File: src/bsg_pkg.sv
// ----------------------------------------------------------------------------
// bsg_pkg
// Shared types, constants and the voltage/charge table of the SoC gauge.
// ----------------------------------------------------------------------------
package bsg_pkg;

    localparam int MV_W          = 14;
    localparam int PCT_W         = 7;
    localparam int W_W           = 8;
    localparam int EMA_FRAC_BITS = 8;
    localparam int SM_W          = PCT_W + EMA_FRAC_BITS;
    localparam int SOC_POINTS    = 22;
    localparam int IDX_W         = 5;
    localparam int SPAN_W        = 7;   // widest segment is 120 mV
    localparam int NUM_W         = 10;  // offset * drop, at most 100 * 5
    localparam int CNT_W         = 4;   // holds NUM_W

    localparam logic [MV_W-1:0]  THRESH_RST = MV_W'(4300);
    localparam logic [W_W-1:0]   WEIGHT_RST = W_W'(26);
    localparam logic [PCT_W-1:0] PCT_FULL   = PCT_W'(100);

    // register indexes (decoded from paddr[2])
    localparam logic REG_THRESH = 1'b0;
    localparam logic REG_WEIGHT = 1'b1;

    typedef struct packed {
        logic              charging;
        logic [NUM_W-1:0]  numer;
        logic [SPAN_W-1:0] span;
        logic [PCT_W-1:0]  base;
    } bsg_job_t;

    typedef struct packed {
        logic full;
        logic empty;
    } bsg_q_status_t;

    function automatic logic [MV_W-1:0] soc_mv(input logic [IDX_W-1:0] idx);
        logic [MV_W-1:0] v;
        case (idx)
            5'd0:    v = MV_W'(4180);
            5'd1:    v = MV_W'(4120);
            5'd2:    v = MV_W'(4060);
            5'd3:    v = MV_W'(3980);
            5'd4:    v = MV_W'(3920);
            5'd5:    v = MV_W'(3870);
            5'd6:    v = MV_W'(3830);
            5'd7:    v = MV_W'(3790);
            5'd8:    v = MV_W'(3760);
            5'd9:    v = MV_W'(3730);
            5'd10:   v = MV_W'(3700);
            5'd11:   v = MV_W'(3670);
            5'd12:   v = MV_W'(3640);
            5'd13:   v = MV_W'(3610);
            5'd14:   v = MV_W'(3570);
            5'd15:   v = MV_W'(3520);
            5'd16:   v = MV_W'(3470);
            5'd17:   v = MV_W'(3400);
            5'd18:   v = MV_W'(3320);
            5'd19:   v = MV_W'(3220);
            5'd20:   v = MV_W'(3100);
            5'd21:   v = MV_W'(3000);
            default: v = '0;
        endcase
        return v;
    endfunction

    function automatic logic [PCT_W-1:0] soc_pct(input logic [IDX_W-1:0] idx);
        logic [PCT_W-1:0] v;
        case (idx)
            5'd0:    v = PCT_W'(100);
            5'd1:    v = PCT_W'(95);
            5'd2:    v = PCT_W'(90);
            5'd3:    v = PCT_W'(85);
            5'd4:    v = PCT_W'(80);
            5'd5:    v = PCT_W'(75);
            5'd6:    v = PCT_W'(70);
            5'd7:    v = PCT_W'(65);
            5'd8:    v = PCT_W'(60);
            5'd9:    v = PCT_W'(55);
            5'd10:   v = PCT_W'(50);
            5'd11:   v = PCT_W'(45);
            5'd12:   v = PCT_W'(40);
            5'd13:   v = PCT_W'(35);
            5'd14:   v = PCT_W'(30);
            5'd15:   v = PCT_W'(25);
            5'd16:   v = PCT_W'(20);
            5'd17:   v = PCT_W'(15);
            5'd18:   v = PCT_W'(10);
            5'd19:   v = PCT_W'(5);
            5'd20:   v = PCT_W'(2);
            default: v = '0;
        endcase
        return v;
    endfunction

endpackage

File: src/battery_soc_gauge_top.sv
// ----------------------------------------------------------------------------
// battery_soc_gauge_top
// Li-ion state-of-charge gauge: table interpolation, moving average, hysteresis.
// ----------------------------------------------------------------------------
//  channel   group                       fields (lsb first)
//  --------  --------------------------  ---------------------------------------
//  in        s_tvalid/s_tready/s_tdata   cell_mv[13:0]
//  out       m_tvalid/m_tready/m_tdata   shown[6:0] instant[13:7] charging[14]
//  config    APB psel..pready            0x0 threshold (14b), 0x4 weight (8b)
//
//  Each sample passes through the back end in steps: a queue pop, the bit-serial
//  segment divider, then instant sum, multiply, average and display steps; the
//  seeding sample seeds the average instead of multiplying and skips the average
//  step. rst_n clears the average, the shown value, the seeded flag, the queue
//  and the output valid; registers return to defaults. The two-entry queue lets
//  samples be taken while a result waits on m_tready.
// ----------------------------------------------------------------------------
module battery_soc_gauge_top
    import bsg_pkg::*;
(
    input  logic        clk,
    input  logic        rst_n,
    // cell_mv[13:0], zero padded
    input  logic        s_tvalid,
    output logic        s_tready,
    input  logic [15:0] s_tdata,
    // shown_percent[6:0], instant_percent[13:7], is_charging[14], zero padded
    output logic        m_tvalid,
    input  logic        m_tready,
    output logic [15:0] m_tdata,
    input  logic        psel,
    input  logic        penable,
    input  logic        pwrite,
    input  logic [2:0]  paddr,
    input  logic [31:0] pwdata,
    output logic [31:0] prdata,
    output logic        pready
);

    logic [MV_W-1:0] thresh_reg, thresh_next;
    logic [W_W-1:0]  weight_reg, weight_next;
    logic            wr_en;

    bsg_job_t        push_job;
    bsg_job_t        pop_job;
    logic            push;
    logic            pop;
    bsg_q_status_t   q_status;

    // configuration: decode on paddr[2] only
    assign pready = 1'b1;
    assign wr_en  = psel && penable && pwrite && pready;

    always_comb
    begin
        thresh_next = thresh_reg;
        weight_next = weight_reg;
        if (wr_en)
        begin
            case (paddr[2])
                REG_THRESH: thresh_next = pwdata[MV_W-1:0];
                REG_WEIGHT: weight_next = pwdata[W_W-1:0];
                default:    thresh_next = thresh_reg;
            endcase
        end
        case (paddr[2])
            REG_THRESH: prdata = {{(32-MV_W){1'b0}}, thresh_reg};
            REG_WEIGHT: prdata = {{(32-W_W){1'b0}}, weight_reg};
            default:    prdata = '0;
        endcase
    end

    always_ff @(posedge clk or negedge rst_n)
    begin
        if (!rst_n)
        begin
            thresh_reg <= THRESH_RST;
            weight_reg <= WEIGHT_RST;
        end
        else
        begin
            thresh_reg <= thresh_next;
            weight_reg <= weight_next;
        end
    end

    // front end: segment lookup and charging flag at the input transaction
    bsg_front u_front (
        .s_tvalid (s_tvalid),
        .s_tready (s_tready),
        .s_tdata  (s_tdata),
        .thresh   (thresh_reg),
        .q_status (q_status),
        .push     (push),
        .job      (push_job)
    );

    bsg_queue u_queue (
        .clk       (clk),
        .rst_n     (rst_n),
        .push      (push),
        .push_data (push_job),
        .pop       (pop),
        .pop_data  (pop_job),
        .status    (q_status)
    );

    // back end: divide, average, hysteresis, output register
    bsg_back u_back (
        .clk      (clk),
        .rst_n    (rst_n),
        .q_status (q_status),
        .q_data   (pop_job),
        .pop      (pop),
        .weight   (weight_reg),
        .m_tvalid (m_tvalid),
        .m_tready (m_tready),
        .m_tdata  (m_tdata)
    );

    // shown and instant values stay within 0..100
    a_shown_range: assert property (@(posedge clk) disable iff (!rst_n)
        m_tvalid |-> (m_tdata[6:0] <= PCT_FULL))
        else $error("shown percent out of range");

    a_inst_range: assert property (@(posedge clk) disable iff (!rst_n)
        m_tvalid |-> (m_tdata[13:7] <= PCT_FULL))
        else $error("instant percent out of range");

    // back end never pops an empty queue
    a_no_underflow: assert property (@(posedge clk) disable iff (!rst_n)
        pop |-> !q_status.empty)
        else $error("pop from empty queue");

    // a full queue refuses input
    a_no_overflow: assert property (@(posedge clk) disable iff (!rst_n)
        q_status.full |-> !push)
        else $error("push into full queue");

endmodule

File: src/bsg_front.sv
// ----------------------------------------------------------------------------
// bsg_front
// Takes a voltage sample, finds its table segment and forms a divide job.
// ----------------------------------------------------------------------------
module bsg_front
    import bsg_pkg::*;
(
    input  logic                s_tvalid,
    output logic                s_tready,
    input  logic [15:0]         s_tdata,
    input  logic [MV_W-1:0]     thresh,
    input  bsg_q_status_t       q_status,
    output logic                push,
    output bsg_job_t            job
);

    logic [MV_W-1:0] mv;
    logic            found;
    logic [MV_W-1:0] hi;
    logic [MV_W-1:0] lo;
    logic [MV_W-1:0] off;
    logic [PCT_W-1:0] drop;

    assign mv       = s_tdata[MV_W-1:0];
    assign s_tready = !q_status.full;
    assign push     = s_tvalid && s_tready;

    always_comb
    begin
        found        = 1'b0;
        hi           = '0;
        lo           = '0;
        off          = '0;
        drop         = '0;
        job.charging = (mv > thresh);
        job.numer    = '0;
        job.span     = SPAN_W'(1);
        job.base     = '0;
        if (mv >= soc_mv(IDX_W'(0)))
        begin
            job.base = PCT_FULL;
        end
        else if (mv > soc_mv(IDX_W'(SOC_POINTS - 1)))
        begin
            for (int i = 0; i < SOC_POINTS - 1; i++)
            begin
                if (!found && mv <= soc_mv(IDX_W'(i)) && mv >= soc_mv(IDX_W'(i + 1)))
                begin
                    found     = 1'b1;
                    hi        = soc_mv(IDX_W'(i));
                    lo        = soc_mv(IDX_W'(i + 1));
                    off       = mv - lo;
                    drop      = soc_pct(IDX_W'(i)) - soc_pct(IDX_W'(i + 1));
                    job.numer = NUM_W'(off[SPAN_W-1:0] * drop);
                    job.span  = SPAN_W'(hi - lo);
                    job.base  = soc_pct(IDX_W'(i + 1));
                end
            end
        end
    end

endmodule

File: src/bsg_queue.sv
// ----------------------------------------------------------------------------
// bsg_queue
// Two-entry job queue between front and back.
// ----------------------------------------------------------------------------
module bsg_queue
    import bsg_pkg::*;
(
    input  logic          clk,
    input  logic          rst_n,
    input  logic          push,
    input  bsg_job_t      push_data,
    input  logic          pop,
    output bsg_job_t      pop_data,
    output bsg_q_status_t status
);

    bsg_job_t   slot_reg [2];
    logic       wr_ptr_reg, wr_ptr_next;
    logic       rd_ptr_reg, rd_ptr_next;
    logic [1:0] count_reg, count_next;

    assign status.full  = (count_reg == 2'd2);
    assign status.empty = (count_reg == 2'd0);
    assign pop_data     = slot_reg[rd_ptr_reg];

    always_comb
    begin
        wr_ptr_next = wr_ptr_reg ^ push;
        rd_ptr_next = rd_ptr_reg ^ pop;
        count_next  = count_reg + 2'(push) - 2'(pop);
    end

    always_ff @(posedge clk or negedge rst_n)
    begin
        if (!rst_n)
        begin
            wr_ptr_reg <= 1'b0;
            rd_ptr_reg <= 1'b0;
            count_reg  <= 2'd0;
        end
        else
        begin
            wr_ptr_reg <= wr_ptr_next;
            rd_ptr_reg <= rd_ptr_next;
            count_reg  <= count_next;
        end
    end

    always_ff @(posedge clk)
    begin
        if (push)
        begin
            slot_reg[wr_ptr_reg] <= push_data;
        end
    end

endmodule

File: src/bsg_back.sv
// ----------------------------------------------------------------------------
// bsg_back
// Segment divide, moving average, display hysteresis and output register.
// ----------------------------------------------------------------------------
module bsg_back
    import bsg_pkg::*;
(
    input  logic           clk,
    input  logic           rst_n,
    input  bsg_q_status_t  q_status,
    input  bsg_job_t       q_data,
    output logic           pop,
    input  logic [W_W-1:0] weight,
    output logic           m_tvalid,
    input  logic           m_tready,
    output logic [15:0]    m_tdata
);

    localparam int D_W    = SM_W + 2;
    localparam int PROD_W = D_W + W_W + 1;
    localparam int STEP_W = PROD_W - 8;
    localparam int SUM_W  = STEP_W + 1;
    localparam logic signed [D_W-1:0]   ONE_D   = D_W'(1 << EMA_FRAC_BITS);
    localparam logic signed [D_W-1:0]   THREE_D = D_W'(3 << EMA_FRAC_BITS);
    localparam logic signed [SUM_W-1:0] TOP_S   = SUM_W'(100 << EMA_FRAC_BITS);
    localparam logic [SM_W:0]           HALF    = (SM_W + 1)'(1 << (EMA_FRAC_BITS - 1));

    typedef enum logic [5:0] {
        ST_IDLE = 6'b000001,
        ST_DIV  = 6'b000010,
        ST_MUL  = 6'b000100,
        ST_UPD  = 6'b001000,
        ST_HYST = 6'b010000,
        ST_OUT  = 6'b100000
    } state_t;

    state_t            state_reg, state_next;
    logic [CNT_W-1:0]  cnt_reg, cnt_next;
    bsg_job_t          job_reg, job_next;
    logic [NUM_W-1:0]  num_reg, num_next;
    logic [SPAN_W:0]   rem_reg, rem_next;
    logic [NUM_W-1:0]  quo_reg, quo_next;
    logic [PCT_W-1:0]  inst_reg, inst_next;
    logic signed [PROD_W-1:0] prod_reg, prod_next;
    logic              seeded_reg, seeded_next;
    logic [SM_W-1:0]   smooth_reg, smooth_next;
    logic [PCT_W-1:0]  disp_reg, disp_next;
    logic              ovalid_reg, ovalid_next;
    logic [15:0]       odata_reg, odata_next;

    logic [SPAN_W:0]          rem_sh;
    logic                     rem_ge;
    logic signed [D_W-1:0]    d_val;
    logic signed [PROD_W-1:0] rnd;
    logic signed [STEP_W-1:0] step;
    logic signed [SUM_W-1:0]  ema;
    logic signed [D_W-1:0]    diff;
    logic [SM_W:0]            snap_sum;

    assign m_tvalid = ovalid_reg;
    assign m_tdata  = odata_reg;
    assign pop      = (state_reg == ST_IDLE) && !q_status.empty;

    always_comb
    begin
        state_next  = state_reg;
        cnt_next    = cnt_reg;
        job_next    = job_reg;
        num_next    = num_reg;
        rem_next    = rem_reg;
        quo_next    = quo_reg;
        inst_next   = inst_reg;
        prod_next   = prod_reg;
        seeded_next = seeded_reg;
        smooth_next = smooth_reg;
        disp_next   = disp_reg;
        ovalid_next = ovalid_reg && !m_tready;
        odata_next  = odata_reg;

        // restoring divide, one quotient bit per cycle
        rem_sh = {rem_reg[SPAN_W-1:0], num_reg[NUM_W-1]};
        rem_ge = (rem_sh >= {1'b0, job_reg.span});

        d_val = $signed({2'b00, inst_reg, EMA_FRAC_BITS'(0)}) - $signed({2'b00, smooth_reg});

        // floor((d*w + 128) / 256)
        rnd  = prod_reg + PROD_W'(128);
        step = STEP_W'(rnd >>> 8);
        ema  = $signed({{(SUM_W-SM_W){1'b0}}, smooth_reg}) + SUM_W'(step);

        diff = $signed({2'b00, smooth_reg})
             - $signed({2'b00, disp_reg, EMA_FRAC_BITS'(0)});
        snap_sum = {1'b0, smooth_reg} + HALF;

        case (state_reg)
            ST_IDLE:
            begin
                if (!q_status.empty)
                begin
                    job_next   = q_data;
                    num_next   = q_data.numer;
                    rem_next   = '0;
                    quo_next   = '0;
                    cnt_next   = '0;
                    state_next = ST_DIV;
                end
            end
            ST_DIV:
            begin
                num_next = {num_reg[NUM_W-2:0], 1'b0};
                quo_next = {quo_reg[NUM_W-2:0], rem_ge};
                rem_next = rem_ge ? (rem_sh - {1'b0, job_reg.span}) : rem_sh;
                cnt_next = cnt_reg + CNT_W'(1);
                if (cnt_reg == CNT_W'(NUM_W - 1))
                begin
                    state_next = ST_MUL;
                end
            end
            ST_MUL:
            begin
                // quotient never exceeds the segment drop, at most five
                inst_next  = job_reg.base + quo_reg[PCT_W-1:0];
                state_next = ST_UPD;
            end
            ST_UPD:
            begin
                if (!seeded_reg)
                begin
                    smooth_next = {inst_reg, EMA_FRAC_BITS'(0)};
                    disp_next   = inst_reg;
                    seeded_next = 1'b1;
                    state_next  = ST_OUT;
                end
                else
                begin
                    prod_next  = PROD_W'(d_val * $signed({1'b0, weight}));
                    state_next = ST_HYST;
                end
            end
            ST_HYST:
            begin
                if (ema < 0)
                begin
                    smooth_next = '0;
                end
                else if (ema > TOP_S)
                begin
                    smooth_next = SM_W'(TOP_S);
                end
                else
                begin
                    smooth_next = SM_W'(ema);
                end
                state_next = ST_OUT;
            end
            ST_OUT:
            begin
                if (!ovalid_reg || m_tready)
                begin
                    if (seeded_reg)
                    begin
                        // hysteresis against the updated average
                        if (diff >= THREE_D || diff <= -THREE_D)
                        begin
                            disp_next = snap_sum[EMA_FRAC_BITS +: PCT_W];
                        end
                        else if (job_reg.charging)
                        begin
                            if (diff >= ONE_D && disp_reg < PCT_FULL)
                            begin
                                disp_next = disp_reg + PCT_W'(1);
                            end
                        end
                        else
                        begin
                            if (diff <= -ONE_D && disp_reg != '0)
                            begin
                                disp_next = disp_reg - PCT_W'(1);
                            end
                        end
                    end
                    ovalid_next = 1'b1;
                    odata_next  = {1'b0, job_reg.charging, inst_reg, disp_next};
                    state_next  = ST_IDLE;
                end
            end
            default:
            begin
                state_next = ST_IDLE;
            end
        endcase
    end

    always_ff @(posedge clk or negedge rst_n)
    begin
        if (!rst_n)
        begin
            state_reg  <= ST_IDLE;
            seeded_reg <= 1'b0;
            smooth_reg <= '0;
            disp_reg   <= '0;
            ovalid_reg <= 1'b0;
        end
        else
        begin
            state_reg  <= state_next;
            seeded_reg <= seeded_next;
            smooth_reg <= smooth_next;
            disp_reg   <= disp_next;
            ovalid_reg <= ovalid_next;
        end
    end

    always_ff @(posedge clk)
    begin
        cnt_reg   <= cnt_next;
        job_reg   <= job_next;
        num_reg   <= num_next;
        rem_reg   <= rem_next;
        quo_reg   <= quo_next;
        inst_reg  <= inst_next;
        prod_reg  <= prod_next;
        odata_reg <= odata_next;
    end

endmodule

File: config.mk
export PLATFORM = sky130hd
export DESIGN_NAME = battery_soc_gauge_top
export DESIGN_NICKNAME = d
export VERILOG_FILES = /design/src/bsg_pkg.sv /design/src/battery_soc_gauge_top.sv /design/src/bsg_front.sv /design/src/bsg_queue.sv /design/src/bsg_back.sv
export SDC_FILE = /design/constraint.sdc
export NUM_CORES = 1
export LEC_CHECK = 0
export ABC_AREA = 0
export BUFFER_PORTS_ARGS = -buffer_cell sky130_fd_sc_hd__buf_2
export CORE_MARGIN = 4
export CORE_UTILIZATION = 58
export DETAILED_ROUTE_END_ITERATION = 16
export GPL_ROUTABILITY_DRIVEN = 0
export PLACE_DENSITY = 0.8
export SLEW_MARGIN = 20
export SYNTH_ARGS = -nofsm -noshare
export SYNTH_HDL_FRONTEND = slang
export SYNTH_HIERARCHICAL = 1
export SYNTH_SLANG_ARGS = --single-unit
File: constraint.sdc
create_clock -name clk -period 9.84 [get_ports clk]
set_input_delay 1.968 -clock clk [delete_from_list [all_inputs] [get_ports clk]]
set_output_delay 1.968 -clock clk [all_outputs]
set_load 0.05 [all_outputs]
# Word-level counts from Yosys, hierarchy flattened

Memories as Yosys holds them, arrays and structs flattened.
Cells that the tools add are included.

Bits in registers: 147
Memory bits (writable): 50
Input bits: 58
Word-level logic and storage cells: 686
Memories: 1

Memory list:

| memory           | words | width | rd ports | clocked after Yosys merged registers in | write ports | RTL line        | text |
|---|---|---|---|---|---|---|---|
| u_queue.slot_reg | 2     | 25    | 1        | 0                                       | 1           | bsg_queue.sv:17 | `bsg_job_t slot_reg [2];` |

$add $sub $neg: 75
$mul: 22
$lt $le $gt $ge: 53
Equal/unequal tests: 12
Multiplexer cells: 411
Bitwise gates (word level): 4
Reductions and logical operators: 88

Operator list:

| operator                | count |
|---|---|
| $mux W7                 | 263 |
| $mux W14                | 44 |
| $mux W24                | 22 |
| $sub A7 B7 Y7           | 64 |
| $ge A14 B14 Y1          | 21 |
| $le A14 B14 Y1          | 21 |
| $mul A7 B7 Y10          | 21 |
| $mux W1                 | 64 |
| $pmux W32 S2            | 1 |
| $logic_and A1 B1 Y1     | 48 |
| $mux W15                | 3 |
| $pmux W7 S2             | 3 |
| $pmux W6 S6             | 1 |
| $sub A15 B15 Y16        | 2 |
| $pmux W15 S2            | 1 |
| $add A26 B9 Y26 const B | 1 |
| $mul A16 B9 Y25         | 1 |
| $logic_not A1 Y1        | 24 |
| $mux W6                 | 4 |
| $pmux W10 S2            | 1 |
| $add A16 B18 Y19        | 1 |
| $gt A19 B16 Y1 const B  | 1 |
| $lt A19 B1 Y1 const B   | 1 |
| $ge A17 B10 Y1 const B  | 1 |
| 37 further kinds        | 51 |

# Logic depth before layout (Yosys ltp)

Depth after elaboration: 133
Mapped depth: 28
Mapped depth without buffers: 27

# Modules after synthesis

The synthesis kept the hierarchy.

By module, submodules not included:

| module                | instances | cells each | area an instance (µm²) | sequential area each (µm²) |
|---|---|---|---|---|
| bsg_back              | 1         | 1229       | 11658.7                | 3244.4 |
| bsg_front             | 1         | 1147       | 8235.4                 | 0.0 |
| bsg_queue             | 1         | 94         | 2113.3                 | 1601.5 |
| battery_soc_gauge_top | 1         | 84         | 1187.4                 | 560.5 |

# Worst setup path after synthesis

No wires, ideal clock.

Path type: flip-flop to flip-flop
Start point: register u_back.smooth_reg[8]
End point: register u_back.prod_reg[24] (data pin)
Data arrival time: 6.637 ns
Setup slack: 2.943 ns
Stages on the path, launching flop included: 29
Buffers on the path: 1
Clock period less this slack: 6.897 ns
Path through: dfrtp_1 inv_1 ha_1 or3b_2 o41ai_1 a21o_1 a21o_1 nand3_1 a21boi_0 o21a_1 nor2_1 clkbuf_1 and2_1 fa_1 inv_1 fa_1 inv_1 fa_1 inv_1 fa_1 inv_1 ha_1 a211o_1 or3_1 a211oi_1 o31ai_1 a21oi_1 o21bai_1 xnor2_1

Longest elaborated chain between the ends: 2

Ends and longest elaborated chain:

| what                   | RTL line        | text |
|---|---|---|
| from (decl)            | bsg_back.sv:46  | `logic [SM_W-1:0] smooth_reg, smooth_next;` |
| from (signal assigned) | bsg_back.sv:208 | `smooth_reg <= smooth_next;` |
| $sub A15 B15 Y16       | bsg_back.sv:84  | `d_val = $signed({2'b00, inst_reg, EMA_FRAC_BITS'(0)}) - $signed({2'b00, smooth_reg});` |
| $mul A16 B9 Y25        | bsg_back.sv:136 | `prod_next = PROD_W'(d_val * $signed({1'b0, weight}));` |
| to (signal assigned)   | bsg_back.sv:222 | `prod_reg <= prod_next;` |
| to (decl)              | bsg_back.sv:44  | `logic signed [PROD_W-1:0] prod_reg, prod_next;` |

No other way between the ends.
A chain may end at the register's enable or synchronous reset.

# Worst setup path in the final report

Ends and elaborated chain as after synthesis.

==> implementation parameters <==
Parameter                              Value

Clock network
  Hold-fix buffers at CTS    0
  CTS clk-pin slew, worst paths    0.08 ns
  TritonCTS clock tree    yes
  Number of gates resized after cts    0
  Clock latency of the later-clocked register in the worst-skew pair    0.45 ns
  Setup Fix Bufs, Post-CTS    0
  CTS sink cnt    about 190
  CTS Buffer Depth    2
  Clock root buffer    sky130_fd_sc_hd__clkbuf_16
  Max H-tree Level    4
  Total CTS buffers    17

Logic synthesis
  Number of distinct library cells after synthesis    roughly 110
  Number of synthesized flops with an enable pin    around 130
  Post-synthesis register bit count    189
  Async set-reset flop share out of synthesis    0.296
  Post-Synthesis Mean Instance Area    9.08 µm²
  Leading register cell type out of synthesis    sky130_fd_sc_hd__edfxtp_1
  Area of the mapped netlist    between 20000 and 25000 µm²
  Cells after synthesis    between 2000 and 3000
  Register area share after synthesis    0.233
  Synth Warn #    6

STA
  Worst rel slew slack    0.237
  Final min period    7.87 ns
  Final count of pins violating max slew    0
  Final Skew    roughly 0.016 ns
  Period utilization    0.800
  Least-Margin Pin Slew    approximately 1.1 ns
  Number of setup violations in the final report    0
  Hold Violations, Final    0
  Final setup slack of the worst path    roughly 2 ns
  Worst hold slack    around 0.54 ns
  Total negative slack for setup checks    0 ns
  Maximum frequency from static timing analysis    approximately 0.13 GHz
  Setup repair after global routing missed its margin    false

Floorplanning
  Initial Util    0.593
  Std-Cell Core Area    between 30000 and 40000 µm²
  Number of core rows    approximately 70
  Die W    between 200 and 250 µm
  Die Y    around 210 µm
  Io pins    between 100 and 150
  DIE AREA    around 43000 µm²

Drt
  WL met2    ~30000 µm
  Top Layer Used    met5
  Met3 routed WL    6610 µm
  Post-detailed-route DRC marker count    0
  Post-route met1 wirelength    between 20000 and 25000 µm
  Total via count in the routed design    roughly 20000
  Mean routed wirelength per cell    ~21 µm
  Detail-routed via count per cell    ~6.5
  Aggregate routed wire length    about 65000 µm
  Residual antenna-violating net count after detailed routing    0
  Initial DRC count    approximately 2700
  Count of TritonRoute iterations in the first routing pass    13

Setup path
  Required time reported for the critical path endpoint    10.03 ns
  Reg2reg setup slack    ~2.0 ns
  Category of the worst setup path capture point    flip-flop
  Maximum net fanout on the critical path    13
  Startpoint-to-endpoint class of the critical path    reg2reg
  Arrival time worst endpoint    approximately 8.1 ns
  Critical path launch point type    flip-flop

Outcome
  Status    finished, final reports clean

Cells and area
  Fraction of layout instances using a drive strength above 1    0.0910
  Flip-flop count of the largest register after layout    50
  Nets@finish    3022
  Post-synthesis to final-layout area growth    5.50%
  Non-filler cells in the finished layout    slightly above 3000
  Area occupied by multi-input gates    approximately 16000 µm²
  Seq. cell area    5410 µm²
  Number of fillers in the final layout    between 3000 and 4000
  Diode count    0

Global route
  Vias in the first global route    20500
  Pin count of the biggest net entering global routing    57
  First-pass GRT wire length    between 100000 and 150000 µm
  Combined global-route utilization of all metal layers    0.297
  Initial antenna violation count    0
  Total congestion overflow after global routing    0

Power
  Standby leakage power    between 10 and 15 nW
  Peak supply drop    between 200 and 250 µV
  Power density over cell area    around 250 nW/µm²
  Total chip power    6.22 mW

Place
  Placed instance count    roughly 3100
  Post-DP HPWL    slightly below 50000 µm
  Post-placement worst setup slack    about 2.1 ns
  Quantity of I/O buffers inserted on ports    between 60 and 70

Worst hold path
  Classification of the worst-slack hold path    reg2reg

Flow run
  Max Cap Viol    0
[placed cells by master (no fill, tap or decap), drive strengths merged, types with 28 or more instances in the layout]
cell type	netlist	final
and2	86	86
a211oi	30	30
ha	276	276
nand2	179	179
a31oi	28	28
edfxtp	133	133
a21o	59	59
xnor2	134	134
nor3	45	45
a21oi	132	132
nor2	137	137
buf	40	80
nor2b	45	45
mux2	65	65
nand3	49	49
xor2	50	50
fa	118	118
dfrtp	47	47
inv	304	314
o21ai	113	113
[per-stage QoR]
step / area [µm²] / utilization
final: 24500 / 0.626
after global routing: 24500 / 0.626
after CTS: 24500 / 0.626
after detailed placement: 23800 / 0.609
after global placement: 23800 / 0.609
after floorplan: 23300 / -
[cell usage after synthesis, types with 9 or more instances]
| library cell | number | area [µm²] |
|---|---|---|
| sky130_fd_sc_hd__a211oi_1 | 30 | 225 |
| sky130_fd_sc_hd__a21o_1 | 59 | 443 |
| sky130_fd_sc_hd__a21oi_1 | 131 | 656 |
| sky130_fd_sc_hd__a221oi_1 | 11 | 96.3 |
| sky130_fd_sc_hd__a22oi_1 | 12 | 90.1 |
| sky130_fd_sc_hd__a31oi_1 | 28 | 175 |
| sky130_fd_sc_hd__and2_1 | 84 | 526 |
| sky130_fd_sc_hd__and3_1 | 15 | 93.8 |
| sky130_fd_sc_hd__buf_2 | 9 | 45.0 |
| sky130_fd_sc_hd__buf_4 | 20 | 150 |
| sky130_fd_sc_hd__clkbuf_1 | 60 | 225 |
| sky130_fd_sc_hd__dfrtp_1 | 47 | 1180 |
| sky130_fd_sc_hd__dfstp_2 | 9 | 236 |
| sky130_fd_sc_hd__edfxtp_1 | 133 | 3990 |
| sky130_fd_sc_hd__fa_1 | 118 | 2360 |
| sky130_fd_sc_hd__ha_1 | 276 | 3450 |
| sky130_fd_sc_hd__inv_1 | 302 | 1130 |
| sky130_fd_sc_hd__mux2_2 | 36 | 405 |
| sky130_fd_sc_hd__mux2_4 | 29 | 435 |
| sky130_fd_sc_hd__nand2_1 | 179 | 672 |
| sky130_fd_sc_hd__nand2b_1 | 23 | 144 |
| sky130_fd_sc_hd__nand3_1 | 49 | 245 |
| sky130_fd_sc_hd__nand4_1 | 24 | 150 |
| sky130_fd_sc_hd__nor2_1 | 137 | 514 |
| sky130_fd_sc_hd__nor2b_1 | 45 | 282 |
| sky130_fd_sc_hd__nor3_1 | 44 | 220 |
| sky130_fd_sc_hd__nor4_1 | 21 | 131 |
| sky130_fd_sc_hd__o2111ai_1 | 9 | 78.8 |
| sky130_fd_sc_hd__o211ai_1 | 11 | 82.6 |
| sky130_fd_sc_hd__o21a_1 | 17 | 128 |
| sky130_fd_sc_hd__o21ai_0 | 111 | 556 |
| sky130_fd_sc_hd__o21bai_1 | 17 | 128 |
| sky130_fd_sc_hd__o221ai_1 | 9 | 78.8 |
| sky130_fd_sc_hd__o22ai_1 | 22 | 138 |
| sky130_fd_sc_hd__o31ai_1 | 19 | 143 |
| sky130_fd_sc_hd__or2_2 | 15 | 93.8 |
| sky130_fd_sc_hd__or3_1 | 16 | 100 |
| sky130_fd_sc_hd__xnor2_1 | 134 | 1170 |
| sky130_fd_sc_hd__xor2_1 | 50 | 438 |
[report_power, final]
group / internal [mW] / switching, mW / total (mW)
combinational: 1.71 / 2.37 / 4.08
sequential: 1.26 / 0.156 / 1.42
clock: 0.358 / 0.372 / 0.730
[final timing paths]
| check | from | to | depth (start not counted) |
|---|---|---|---|
| hold reg to reg | thresh_reg[11] | thresh_reg[11] | 1 |
| max in group asynchronous | rst_n | u_back/state_reg[2] | 2 |
| min in group asynchronous | rst_n | thresh_reg[0] | 2 |
| setup / recovery | u_back/smooth_reg[8] | u_back/prod_reg[24] | 27 |
| hold / removal | thresh_reg[11] | thresh_reg[11] | 1 |
| setup reg to reg | u_back/smooth_reg[8] | u_back/prod_reg[24] | 27 |
[kinds of logic (layout without fill, tap and decap cells)]
kind of cell,after synthesis,in the layout,share of synthesized area
AND/OR/NAND/NOR,722,722,0.165
AO/OA/AOI/OAI,585,585,0.169
buffers and inverters,405,417,0.0723
adder cells (fa/ha/maj),394,394,0.251
flip-flops,189,189,0.233
XOR/XNOR,185,185,0.0705
multiplexers,71,71,0.0388
other,3,20,0.000485
[layout make-up]
cell class	instances	area share
clock inverters	15	0.00879
flip-flops and latches	189	0.221
clock buffers	17	0.0174
repair buffers	80	0.0178
inverters	305	0.0468
multi-input cells	1977	0.662
well taps	518	0.0265
[critical path: stages (launching register included)]
cell	delay [ns]
sky130_fd_sc_hd__dfrtp_1	0.46
sky130_fd_sc_hd__inv_1	0.12
sky130_fd_sc_hd__ha_1	0.35
sky130_fd_sc_hd__or3b_2	0.45
sky130_fd_sc_hd__o41ai_1	0.52
sky130_fd_sc_hd__a21o_1	0.20
sky130_fd_sc_hd__a21o_1	0.14
sky130_fd_sc_hd__nand3_1	0.10
sky130_fd_sc_hd__a21boi_0	0.18
sky130_fd_sc_hd__o21a_1	0.13
sky130_fd_sc_hd__nor2_1	0.15
sky130_fd_sc_hd__and2_1	0.23
sky130_fd_sc_hd__fa_1	0.65
sky130_fd_sc_hd__inv_1	0.17
sky130_fd_sc_hd__fa_1	0.57
sky130_fd_sc_hd__inv_1	0.06
sky130_fd_sc_hd__fa_1	0.47
sky130_fd_sc_hd__inv_1	0.05
sky130_fd_sc_hd__fa_1	0.52
sky130_fd_sc_hd__inv_1	0.04
sky130_fd_sc_hd__ha_1	0.33
sky130_fd_sc_hd__a211o_1	0.30
sky130_fd_sc_hd__or3_1	0.34
sky130_fd_sc_hd__a211oi_1	0.36
sky130_fd_sc_hd__o31ai_1	0.21
sky130_fd_sc_hd__a21oi_1	0.26
sky130_fd_sc_hd__o21bai_1	0.11
sky130_fd_sc_hd__xnor2_1	0.12
[per-layer routing]
layer  up-vias  track usage
li1       9036            -
met1      9595        0.354
met2      1276        0.494
met3       396       0.0709
met4         2        0.166
met5         -            0
Power figures use the tool's default switching activity.
